==> src/hw/rtl/ite_pkg.sv <==
// ----------------------------------------------------------------------------
// ite_pkg
// Shared types, word codes and sizing constants for the integer to English
// words block.
// ----------------------------------------------------------------------------
package ite_pkg;

  // Sizing
  localparam int VALUE_BITS_DEF  = 31;
  localparam int QUEUE_DEPTH_DEF = 2;
  localparam int BITS_PER_STEP   = 4;   // binary bits folded into BCD per cycle
  localparam int NUM_GROUPS      = 4;   // units, thousands, millions, billions
  localparam int NUM_DIGITS      = NUM_GROUPS * 3;
  localparam int SLOTS_PER_GROUP = 5;
  localparam int NUM_SLOTS       = NUM_GROUPS * SLOTS_PER_GROUP;
  localparam int MAX_WORDS       = 16;
  localparam int WORD_W          = 5;

  // Word slots within one group, in the order they are spoken
  localparam int SLOT_HDIGIT  = 0;
  localparam int SLOT_HUNDRED = 1;
  localparam int SLOT_TENS    = 2;
  localparam int SLOT_ONES    = 3;
  localparam int SLOT_SCALE   = 4;

  typedef logic [WORD_W-1:0] word_t;

  // Word codes
  localparam word_t W_ZERO      = 5'd0;
  localparam word_t W_TEN       = 5'd10;
  localparam word_t W_TENS_BASE = 5'd18;
  localparam word_t W_HUNDRED   = 5'd28;
  localparam word_t W_THOUSAND  = 5'd29;

  typedef logic [NUM_DIGITS-1:0][3:0] digits_t;

  // One classified number travelling from the front to the back
  typedef struct packed {
    digits_t                digits;
    logic [NUM_SLOTS-1:0]   present;  // slot index 0 is the most significant group
  } ite_entry_t;

endpackage

==> src/hw/rtl/integer_to_english_words.sv <==
// Names an unsigned integer in English as a run of 5-bit word codes, most
// significant three-digit group first, one word per transfer on the output,
// with last_word set on the final word of each number. The front converts the
// value to BCD four bits per cycle and can take the next number in the cycle
// that the finished one enters the queue. The back emits one word per cycle
// while the output is not stalled, and starts on the next queued number
// straight after the last word of the previous one. A zero value gives the
// single word Zero, and a run is cut at sixteen words.
// ----------------------------------------------------------------------------
// integer_to_english_words
// Top level: BCD front, short queue and word sequencer back.
// ----------------------------------------------------------------------------
module integer_to_english_words #(
  parameter int VALUE_BITS  = ite_pkg::VALUE_BITS_DEF,
  parameter int QUEUE_DEPTH = ite_pkg::QUEUE_DEPTH_DEF
) (
  input  logic                  clk,
  input  logic                  rst,
  // Input channel: one number per transfer
  input  logic                  in_valid,
  output logic                  in_stall,
  input  logic [VALUE_BITS-1:0] value,
  // Output channel: one word per transfer
  output logic                  out_valid,
  input  logic                  out_stall,
  output logic [4:0]            word_code,
  output logic                  last_word
);
  import ite_pkg::*;

  // Front to queue and queue to back
  logic       q_push;
  logic       q_pop;
  logic       q_full;
  logic       q_empty;
  ite_entry_t push_entry;
  ite_entry_t pop_entry;

  // The front holds a converted number until the queue has room.
  ite_front #(
    .VALUE_BITS (VALUE_BITS)
  ) u_front (
    .clk        (clk),
    .rst        (rst),
    .in_valid   (in_valid),
    .in_stall   (in_stall),
    .value      (value),
    .push       (q_push),
    .push_entry (push_entry),
    .q_full     (q_full)
  );

  // The queue lets the front convert the next number while the back is still
  // speaking the previous one, or is held by a stalled output.
  ite_fifo #(
    .DEPTH (QUEUE_DEPTH)
  ) u_fifo (
    .clk        (clk),
    .rst        (rst),
    .push       (q_push),
    .push_entry (push_entry),
    .pop        (q_pop),
    .pop_entry  (pop_entry),
    .full       (q_full),
    .empty      (q_empty)
  );

  // The back keeps a registered output stage; a held word stops the back, and
  // the front is blocked only once the queue is full.
  ite_back u_back (
    .clk       (clk),
    .rst       (rst),
    .q_empty   (q_empty),
    .q_entry   (pop_entry),
    .pop       (q_pop),
    .out_valid (out_valid),
    .out_stall (out_stall),
    .word_code (word_code),
    .last_word (last_word)
  );

`ifndef SYNTHESIS
  // The front must never write into a full queue.
  a_no_overflow: assert property (@(posedge clk) disable iff (rst)
    q_push |-> !q_full)
    else $error("queue written while full");

  // The back must never take from an empty queue.
  a_no_underflow: assert property (@(posedge clk) disable iff (rst)
    q_pop |-> !q_empty)
    else $error("queue read while empty");

  // A number is converted in the F_CONV state, so the input is held after a
  // transfer.
  a_busy_after_accept: assert property (@(posedge clk) disable iff (rst)
    (in_valid && !in_stall) |=> in_stall)
    else $error("input taken while a conversion runs");

  // Zero is only ever spoken on its own.
  a_zero_alone: assert property (@(posedge clk) disable iff (rst)
    (out_valid && (word_code == W_ZERO)) |-> last_word)
    else $error("Zero word not marked as last");
`endif

endmodule

==> src/hw/rtl/ite_front.sv <==
// ----------------------------------------------------------------------------
// ite_front
// Accepts a value, converts it to BCD a few bits per cycle and marks which
// word slots of each three-digit group will be spoken.
// ----------------------------------------------------------------------------
module ite_front #(
  parameter int VALUE_BITS = ite_pkg::VALUE_BITS_DEF
) (
  input  logic                   clk,
  input  logic                   rst,
  input  logic                   in_valid,
  output logic                   in_stall,
  input  logic [VALUE_BITS-1:0]  value,
  output logic                   push,
  output ite_pkg::ite_entry_t    push_entry,
  input  logic                   q_full
);
  import ite_pkg::*;

  localparam int STEPS  = (VALUE_BITS + BITS_PER_STEP - 1) / BITS_PER_STEP;
  localparam int SHW    = STEPS * BITS_PER_STEP;
  localparam int STEP_W = (STEPS > 1) ? $clog2(STEPS) : 1;
  localparam int BCD_W  = NUM_DIGITS * 4;

  typedef enum logic [2:0] {
    F_IDLE = 3'b001,
    F_CONV = 3'b010,
    F_HOLD = 3'b100
  } front_state_t;

  front_state_t       state, state_next;
  logic [SHW-1:0]     shreg, shreg_next;
  logic [BCD_W-1:0]   bcd, bcd_next;
  logic [STEP_W-1:0]  step;
  logic               accept;
  logic [NUM_SLOTS-1:0] present;
  digits_t            dg;

  assign in_stall = !((state == F_IDLE) || ((state == F_HOLD) && !q_full));
  assign accept   = in_valid && !in_stall;
  assign push     = (state == F_HOLD) && !q_full;

  // Double dabble: several add-3 and shift steps per cycle
  always_comb begin
    bcd_next   = bcd;
    shreg_next = shreg;
    for (int k = 0; k < BITS_PER_STEP; k++) begin
      for (int d = 0; d < NUM_DIGITS; d++) begin
        if (bcd_next[d*4 +: 4] >= 4'd5) begin
          bcd_next[d*4 +: 4] = bcd_next[d*4 +: 4] + 4'd3;
        end
      end
      bcd_next   = {bcd_next[BCD_W-2:0], shreg_next[SHW-1]};
      shreg_next = {shreg_next[SHW-2:0], 1'b0};
    end
  end

  always_comb begin
    state_next = state;
    unique case (state)
      F_IDLE: begin
        if (accept) state_next = F_CONV;
      end
      F_CONV: begin
        if (step == STEP_W'(STEPS - 1)) state_next = F_HOLD;
      end
      F_HOLD: begin
        if (accept) state_next = F_CONV;
        else if (push) state_next = F_IDLE;
      end
      default: state_next = F_IDLE;
    endcase
  end

  always_ff @(posedge clk) begin
    if (rst) begin
      state <= F_IDLE;
    end else begin
      state <= state_next;
    end
  end

  always_ff @(posedge clk) begin
    if (accept) begin
      shreg <= SHW'(value);
      bcd   <= '0;
      step  <= '0;
    end else if (state == F_CONV) begin
      shreg <= shreg_next;
      bcd   <= bcd_next;
      step  <= step + STEP_W'(1);
    end
  end

  // Classify: which of the five word slots of each group are spoken
  assign dg = digits_t'(bcd);

  always_comb begin
    present = '0;
    for (int g = 0; g < NUM_GROUPS; g++) begin
      // g = 0 is the most significant group
      present[g*SLOTS_PER_GROUP + SLOT_HDIGIT]  = dg[3*(NUM_GROUPS-1-g)+2] != 4'd0;
      present[g*SLOTS_PER_GROUP + SLOT_HUNDRED] = dg[3*(NUM_GROUPS-1-g)+2] != 4'd0;
      present[g*SLOTS_PER_GROUP + SLOT_TENS]    = dg[3*(NUM_GROUPS-1-g)+1] >= 4'd2;
      present[g*SLOTS_PER_GROUP + SLOT_ONES]    = (dg[3*(NUM_GROUPS-1-g)+1] == 4'd1) ||
                                                  (dg[3*(NUM_GROUPS-1-g)] != 4'd0);
      present[g*SLOTS_PER_GROUP + SLOT_SCALE]   = (g != NUM_GROUPS-1) &&
          ((dg[3*(NUM_GROUPS-1-g)+2] | dg[3*(NUM_GROUPS-1-g)+1] |
            dg[3*(NUM_GROUPS-1-g)]) != 4'd0);
    end
  end

  assign push_entry.digits  = dg;
  assign push_entry.present = present;

endmodule

==> src/hw/rtl/ite_fifo.sv <==
// ----------------------------------------------------------------------------
// ite_fifo
// Short register queue between the front and the back.
// ----------------------------------------------------------------------------
module ite_fifo #(
  parameter int DEPTH = ite_pkg::QUEUE_DEPTH_DEF
) (
  input  logic                clk,
  input  logic                rst,
  input  logic                push,
  input  ite_pkg::ite_entry_t push_entry,
  input  logic                pop,
  output ite_pkg::ite_entry_t pop_entry,
  output logic                full,
  output logic                empty
);
  import ite_pkg::*;

  localparam int PW = (DEPTH > 1) ? $clog2(DEPTH) : 1;
  localparam int CW = $clog2(DEPTH + 1);

  ite_entry_t      mem [DEPTH];
  logic [PW-1:0]   wr_ptr, rd_ptr;
  logic [CW-1:0]   count;

  assign full      = count == CW'(DEPTH);
  assign empty     = count == '0;
  assign pop_entry = mem[rd_ptr];

  always_ff @(posedge clk) begin
    if (rst) begin
      wr_ptr <= '0;
      rd_ptr <= '0;
      count  <= '0;
    end else begin
      if (push) begin
        wr_ptr <= (wr_ptr == PW'(DEPTH - 1)) ? '0 : wr_ptr + PW'(1);
      end
      if (pop) begin
        rd_ptr <= (rd_ptr == PW'(DEPTH - 1)) ? '0 : rd_ptr + PW'(1);
      end
      if (push && !pop) begin
        count <= count + CW'(1);
      end else if (pop && !push) begin
        count <= count - CW'(1);
      end
    end
  end

  always_ff @(posedge clk) begin
    if (push) begin
      mem[wr_ptr] <= push_entry;
    end
  end

endmodule

==> src/hw/rtl/ite_back.sv <==
// ----------------------------------------------------------------------------
// ite_back
// Walks the marked word slots of one number and emits one word per cycle,
// while the output is not stalled, into a registered output stage.
// ----------------------------------------------------------------------------
module ite_back (
  input  logic                clk,
  input  logic                rst,
  input  logic                q_empty,
  input  ite_pkg::ite_entry_t q_entry,
  output logic                pop,
  output logic                out_valid,
  input  logic                out_stall,
  output logic [4:0]          word_code,
  output logic                last_word
);
  import ite_pkg::*;

  localparam int IDX_W = $clog2(NUM_SLOTS);
  localparam int CNT_W = $clog2(MAX_WORDS);

  ite_entry_t          ent;
  logic                active;
  logic [IDX_W-1:0]    cursor;
  logic [CNT_W-1:0]    wcnt;
  logic                found;
  logic                more;
  logic [IDX_W-1:0]    sel;
  word_t               code;
  logic                is_last;
  logic                advance;
  logic                load;

  function automatic word_t slot_word(digits_t dg, int gi, int s);
    logic [3:0] h;
    logic [3:0] t;
    logic [3:0] o;
    word_t      w;
    h = dg[3*gi+2];
    t = dg[3*gi+1];
    o = dg[3*gi];
    unique case (s)
      SLOT_HDIGIT:  w = {1'b0, h};
      SLOT_HUNDRED: w = W_HUNDRED;
      SLOT_TENS:    w = W_TENS_BASE + {1'b0, t};
      SLOT_ONES:    w = (t == 4'd1) ? W_TEN + {1'b0, o} : {1'b0, o};
      default:      w = W_THOUSAND + WORD_W'(gi - 1);
    endcase
    return w;
  endfunction

  // First spoken slot at or after the cursor, and whether any follows it
  always_comb begin
    found = 1'b0;
    sel   = '0;
    code  = W_ZERO;
    for (int g = 0; g < NUM_GROUPS; g++) begin
      for (int s = 0; s < SLOTS_PER_GROUP; s++) begin
        if (!found && ent.present[g*SLOTS_PER_GROUP + s] &&
            (IDX_W'(g*SLOTS_PER_GROUP + s) >= cursor)) begin
          found = 1'b1;
          sel   = IDX_W'(g*SLOTS_PER_GROUP + s);
          code  = slot_word(ent.digits, NUM_GROUPS - 1 - g, s);
        end
      end
    end
    more = 1'b0;
    for (int i = 0; i < NUM_SLOTS; i++) begin
      if (ent.present[i] && (IDX_W'(i) > sel)) more = 1'b1;
    end
  end

  // Zero alone has no marked slot and gives the single word Zero
  assign is_last = !found || !more || (wcnt == CNT_W'(MAX_WORDS - 1));
  assign advance = active && (!out_valid || !out_stall);
  assign load    = !active || (advance && is_last);
  assign pop     = load && !q_empty;

  always_ff @(posedge clk) begin
    if (rst) begin
      active    <= 1'b0;
      out_valid <= 1'b0;
    end else begin
      if (advance) begin
        out_valid <= 1'b1;
      end else if (!out_stall) begin
        out_valid <= 1'b0;
      end
      if (pop) begin
        active <= 1'b1;
      end else if (advance && is_last) begin
        active <= 1'b0;
      end
    end
  end

  always_ff @(posedge clk) begin
    if (advance) begin
      word_code <= code;
      last_word <= is_last;
    end
    if (pop) begin
      ent    <= q_entry;
      cursor <= '0;
      wcnt   <= '0;
    end else if (advance) begin
      cursor <= sel + IDX_W'(1);
      wcnt   <= wcnt + CNT_W'(1);
    end
  end

endmodule
==> config.mk <==
export PLATFORM = sky130hd
export DESIGN_NAME = integer_to_english_words
export DESIGN_NICKNAME = d
export VERILOG_FILES = /design/src/hw/rtl/ite_pkg.sv /design/src/hw/rtl/integer_to_english_words.sv /design/src/hw/rtl/ite_front.sv /design/src/hw/rtl/ite_fifo.sv /design/src/hw/rtl/ite_back.sv
export SDC_FILE = /design/constraint.sdc
export NUM_CORES = 1
export LEC_CHECK = 0
export BUFFER_PORTS_ARGS = -buffer_cell sky130_fd_sc_hd__buf_2
export CAP_MARGIN = 20
export CELL_PAD_IN_SITES_DETAIL_PLACEMENT = 0
export CELL_PAD_IN_SITES_GLOBAL_PLACEMENT = 1
export CORE_UTILIZATION = 50
export CTS_CLUSTER_DIAMETER = 80
export DETAILED_ROUTE_END_ITERATION = 16
export GPL_ROUTABILITY_DRIVEN = 1
export GPL_TIMING_DRIVEN = 0
export PLACE_DENSITY = 0.78
export SKIP_CTS_REPAIR_TIMING = 1
export SLEW_MARGIN = 20
export SYNTH_ARGS = -nofsm -noshare
export SYNTH_HDL_FRONTEND = slang
export SYNTH_SLANG_ARGS = --single-unit
==> constraint.sdc <==
create_clock -name clk -period 7.95 [get_ports clk]
set_input_delay 1.59 -clock clk [delete_from_list [all_inputs] [get_ports clk]]
set_output_delay 1.59 -clock clk [all_outputs]
set_load 0.03 [all_outputs]
## After elaboration in Yosys (flattened, before gate mapping)

Memories as Yosys holds them, arrays and structs flattened. A register that Yosys moved wholly into a read port is not among the register bits.
Index checks and enable logic that the tools add are counted.

| word-level totals | value |
|---|---|
| input bits | 35 |
| bits in registers | 127 |
| memory bits (read-only) | 0 |
| output and inout port bits | 8 |
| word-level logic and storage cells | 462 |
| memories | 1 |
| bits in writable memories | 134 |
| bits in latches | 0 |

| cells by class | value |
|---|---|
| add/sub/neg operators | 63 |
| equality and inequality tests | 18 |
| multipliers | 0 |
| $lt $le $gt $ge | 92 |
| div/mod/pow operators | 0 |
| muxes and demuxes | 147 |
| reductions and logical operators | 120 |
| bitwise logic cells | 6 |
| shift-type cells | 0 |

Memories:

| name | depth | bits a word | read ports | clocked after memory_dff | wr ports | line | RTL |
|---|---|---|---|---|---|---|---|
| u_fifo.mem | 2 | 67 | 1 | 1 | 1 | ite_fifo.sv:22 | `ite_entry_t mem [DEPTH];` |

Operators with widths:

| operator | count |
|---|---|
| 2-to-1 mux 4 bit | 53 |
| >= comparator 4 x 3 -> 1 bit (second input constant) | 48 |
| adder 4 x 2 -> 4 bit (second input constant) | 44 |
| 2-to-1 mux 5 bit | 26 |
| logical AND 1 bit | 66 |
| 2-to-1 mux 31 bit | 2 |
| 2-to-1 mux 1 bit | 49 |
| nonzero test 4 bit | 11 |
| >= comparator 4 x 5 -> 1 bit (first input constant) | 8 |
| > comparator 4 x 5 -> 1 bit (first input constant) | 8 |
| 2-to-1 mux 3 bit | 12 |
| equality test 4 x 1 -> 1 bit (second input constant) | 8 |
| logical NOT 1 bit | 29 |
| bitwise OR 4 bit | 6 |
| adder 4 x 4 -> 5 bit (first input constant) | 4 |
| adder 5 x 4 -> 5 bit (first input constant) | 4 |
| >= comparator 3 x 5 -> 1 bit (first input constant) | 4 |
| >= comparator 5 bit (first input constant) | 4 |
| > comparator 3 x 5 -> 1 bit (first input constant) | 4 |
| > comparator 5 bit (first input constant) | 4 |
| >= comparator 4 x 2 -> 1 bit (second input constant) | 4 |
| adder 3 x 2 -> 3 bit (second input constant) | 4 |
| >= comparator 1 x 5 -> 1 bit (first input constant) | 2 |
| >= comparator 2 x 5 -> 1 bit (first input constant) | 2 |
| other kinds (21) | 40 |

## Depth between registers and ports, before layout

| depth | value |
|---|---|
| depth in word-level cells | 110 |
| gate-level depth with buffers | 24 |
| mapped depth without buffers | 21 |

## By module

A second synthesis with hierarchy kept.

| second synthesis, totals | value |
|---|---|
| cells, all modules | 1958 |
| area, all modules | 19368.6 µm² |

By module, submodules not included:

| module | area each (µm²) | sequential area each (µm²) | cells an instance | instances |
|---|---|---|---|---|
| ite_front | 9380.2 | 2031.9 | 1278 | 1 |
| ite_fifo | 5202.5 | 4184.0 | 234 | 1 |
| ite_back | 4785.8 | 2442.3 | 446 | 1 |

## Worst setup path before layout

No wires, ideal clock.

| timing | value |
|---|---|
| kind | reg2reg |
| from | register u_front.state[2] |
| to | memory u_fifo.mem[0][11] (netlist name), enable pin |
| period minus slack after synthesis | 5.633 ns |
| buffers on the path | 1 |
| data arrival time | 5.072 ns |
| required time | 7.388 ns |
| stages on the path, launching flop included | 5 |
| setup time | 0.562 ns |
| path slack | 2.317 ns |
| cells stage by stage | dfxtp_1 clkbuf_1 nor2b_1 nand2_1 nor3_1 |

| between the ends | value |
|---|---|
| word-level cells in the longest chain between the ends | 4 |

RTL lines:

| what | line | RTL |
|---|---|---|
| start: declaration | ite_front.sv:31 | `front_state_t state, state_next;` |
| start signal: assignment | ite_front.sv:79 | `state <= state_next;` |
| equality test 3 bit | ite_front.sv:41 | `assign push = (state == F_HOLD) && !q_full;` |
| logical AND 1 bit | ite_front.sv:41 |  |
| 2-to-1 mux 1 bit | ite_fifo.sv:51 | `if (push) begin` |
| 2-to-1 mux 1 bit (implied by the code) | ite_fifo.sv:52 | `mem[wr_ptr] <= push_entry;` |
| end: declaration | ite_fifo.sv:22 |  |

Every way passes these cells.

## Final worst setup path

| timing | value |
|---|---|
| from | register u_back.cursor[4] |
| to | register u_fifo.count[1] |

| between the ends | value |
|---|---|
| word-level cells in the longest chain between the ends | 110 |
| elaborated cells between the ends (all ways) | 189 |
| classes of those cells | order compare: 40; mux: 60; reduce/logical: 89 |

RTL lines:

| what | line | RTL |
|---|---|---|
| start: declaration | ite_back.sv:24 | `logic [IDX_W-1:0] cursor;` |
| start signal: assignment | ite_back.sv:107 | `cursor <= sel + IDX_W'(1);` |
| >= comparator 1 x 5 -> 1 bit | ite_back.sv:60 | `(IDX_W'(g*SLOTS_PER_GROUP + s) >= cursor)) begin` |
| logical AND 1 bit | ite_back.sv:59 | `if (!found && ent.present[g*SLOTS_PER_GROUP + s] &&` |
| 2-to-1 mux 1 bit | ite_back.sv:59 |  |
| logical NOT 1 bit | ite_back.sv:59 |  |
| logical AND 1 bit (2 in a row) | ite_back.sv:59 |  |
| 2-to-1 mux 1 bit | ite_back.sv:59 |  |
| logical NOT 1 bit | ite_back.sv:59 |  |
| logical AND 1 bit (2 in a row) | ite_back.sv:59 |  |
| (+92 left out) | n/a |  |
| logical OR 1 bit * (2 in a row) | ite_back.sv:74 | `assign is_last = !found \|\| !more \|\| (wcnt == CNT_W'(MAX_WORDS - 1));` |
| logical AND 1 bit * | ite_back.sv:76 | `assign load = !active \|\| (advance && is_last);` |
| logical OR 1 bit * | ite_back.sv:76 |  |
| logical AND 1 bit * | ite_back.sv:77 | `assign pop = load && !q_empty;` |
| via q_pop | integer_to_english_words.sv:33 | `logic q_pop;` |
| logical NOT 1 bit | ite_fifo.sv:42 | `if (push && !pop) begin` |
| logical AND 1 bit | ite_fifo.sv:42 |  |
| 2-to-1 mux 2 bit / nonzero test 2 bit (equally long branches) | n/a |  |
| end signal: assignment | ite_fifo.sv:43 | `count <= count + CW'(1);` |
| end signal: assignment | ite_fifo.sv:45 | `count <= count - CW'(1);` |
| end: declaration | ite_fifo.sv:24 | `logic [CW-1:0] count;` |

The timed path passes the listed nets; every way through them passes the cells marked *.
A chain may end at the register's enable or synchronous reset.

==> qor.csv <==
metric,value,unit
ant_nets,0,
startpoint_type,flip-flop,
synth_seq_area_share,47.3,%
ios,43,
insertion_delay,0.58,ns
vias_per_cell,5.66,
synth_top_area_cell,edfxtp_1,
p_per_area,279,nW/um^2
synth_common_cells,"226 x edfxtp_1, 123 x ha_1, 121 x mux2_2",
tns,0,ns
r2r_slack,1.95,ns
rows,67,
peakVddDrop,209,uV
worstPathArrival,6.49,ns
cts_tree,done,
grtUsageTotal,22.3,%
ctsLongestPathBuffers,3,
grt-ovfl-total,0,
synth-edff-count,226,
netlist_area,17300,um^2
p_total,5.35,mW
path_clk_slew,0.07,ns
criticalPathCategory,flip-flop to flip-flop,
grt_max_degree,73,
drv_cap,0,
die_h,188,um
min_period_over_period,75.5,%
diodes,0,
gp_congestion,0.863,
detailed_place.area,18200,um^2
rsz0062_at_grt,no,
drtIter0Drc,777,
hp-start,u_front.shreg[27],
timing.rr.end,u_fifo.count[1],
yosysTopAreaCellShare,39.2,%
max_freq,167,MHz
tightest_slew,0.906,ns
place_hpwl,29800,um
cts_buffers,31,
r2r_start,u_back.cursor[4],
port_buffers,41,
synthCells,1560,
die_w,188,um
area_growth,11.0,%
hold_end,u_front.shreg[31],
synth_area_per_cell,11.1,um^2
drtPass1Iterations,5,
min_delay_path_depth,2,
antenna_found_initial,0,
crit_required,8.44,ns
ys_top_cells_by_area,"edfxtp_1 39%, ha_1 8.9%, dfxtp_1 8.1%, mux2_2 7.9%, mux2i_1 4.4%",
min_path_type,flip-flop to flip-flop,
finalSetupViolCount,0,
vias,11986,
outcome,completed,
drc,0,
fin_crit,6.00,ns
cts_root_buf,clkbuf_16,
layout.nets,1804,
cp_max_fo,72,
async_flop_share,0,%
wl,39300,um
synth_most_common_cell,edfxtp_1,
cellLeakagePower,7.19,nW
reg2regPathDepth,20,
fillers,2849,
yosysUniqueCellTypes,88,
dieArea,35300,um^2
cts_sinks,296,
wl_per_cell,18.6,um
core_area,33800,um^2
drive_gt1_share,16.7,%
initial_utilization,51.2,%
ys_seq_elements,296,
htreeDepth,1,
critPathCaptureType,flip-flop,
hold_viol_final,0,
synth_flop_cell,edfxtp_1,
grt_pass1_vias,11563,
syn_nets,1718,
grt_pass1_wl,62500,um
final_cell_area,19200,um^2
slew_headroom,39.4,%
report.final.slew_viol_count,0,
clock_skew,0.0145,ns
yosysWarnings,0,
## per-layer routing
layer  track usage [%]  wire, um
met1              31.6     18800
met2              36.0     17900
met3              2.68      1530
met4              6.44      1090
met5                 0         0
## worst max path at each step
stage	startpoint	end	slack (ns)
finish	u_back.cursor[4]	u_fifo.count[1]	1.95
global route	u_back.cursor[4]	u_fifo.count[1]	1.63
CTS	u_back.cursor[4]	u_fifo.count[1]	2.01
detailed placement	u_back.cursor[4]	u_fifo.count[1]	2.07
global placement	u_front.state[2]	u_fifo.mem[0][8]	-0.41
floorplan	u_front.state[2]	u_fifo.mem[0][11]	2.32
## layout by cell type, fill, tap and decap left out, drive strengths merged, types with 17 or more instances in the layout
cell,count
buf,65
nor2,99
xnor2,58
o22ai,33
nor2b,37
inv,114
nand2,91
dfxtp,70
nand2b,38
clkbuf,64
o21ai,71
nor3b,23
mux2i,76
edfxtp,226
mux2,122
nor3,17
nand3,18
ha,123
o21a,21
a21oi,98
## logic make-up after synthesis
group	synth area share [%]
flip-flops	47.3
multiplexers	12.4
buffers and inverters	3.58
adder cells (fa/ha/maj)	8.90
AO/OA/AOI/OAI	12.9
XOR/XNOR	3.39
AND/OR/NAND/NOR	11.5
## stage by stage
| step | std cells | worst slack, ns | utilization, % | hold WS, ns |
|---|---|---|---|---|
| after global routing | 2119 | 1.63 | 56.8 | 0.486 |
| after global placement | 2049 | -0.409 | 53.5 | 0.432 |
| after floorplan | 1560 | 2.32 | - | 0.418 |
| after CTS | 2119 | 2.01 | 56.8 | 0.453 |
| final | 2119 | 1.95 | 56.8 | 0.451 |
| after detailed placement | 2061 | 2.07 | 53.9 | 0.446 |
## worst max-delay path, cell delays in order, from the launching register on
cell and delay [ns]:
dfxtp_1 0.38, buf_4 0.21, or3_4 0.42, a31o_2 0.29, o211ai_1 0.35, o2111ai_1 0.41
nor2_1 0.31, nand2_1 0.18, inv_1 0.12, ha_1 0.21, inv_1 0.10, o41a_1 0.44
a2111oi_2 0.31, nand3_1 0.22, o221ai_2 0.23, nor2b_4 0.26, buf_6 0.55, inv_2 0.06
ha_1 0.33, or3_1 0.35, a21oi_1 0.14
## sequential cells by signal (all words and copies together) (netlist names)
signal and cells:
u_back.cursor 5, u_back.wcnt 4, u_fifo.wr_ptr 1, u_front.bcd 48, u_fifo.mem 126, u_back.active 1, u_fifo.count 2, u_back.ent 63
u_back.last_word 1, u_back.out_valid 1, u_back.word_code 5, u_front.step 3, u_fifo.rd_ptr 1, u_front.state 3, u_front.shreg 32
## final cells by class
class                      instances  area (um^2)  area share [%]
sequential                       296         8190            42.6
timing repair buffer              53          328            1.71
clock inverter                    23          196            1.02
multi-input combinational       1110         8500            44.3
inverter                         113          425            2.22
clock buffer                      35          811            4.22
buffer                            41          195            1.02
tap                              448          561            2.92
## report_power, final
part | switching [mW] | internal (mW) | leakage (nW)
sequential | 0.133 | 1.94 | 2.65
clock | 0.619 | 0.802 | 0.477
combinational | 1.16 | 0.701 | 4.06
Note: power is estimated with default switching activity, not from simulation.
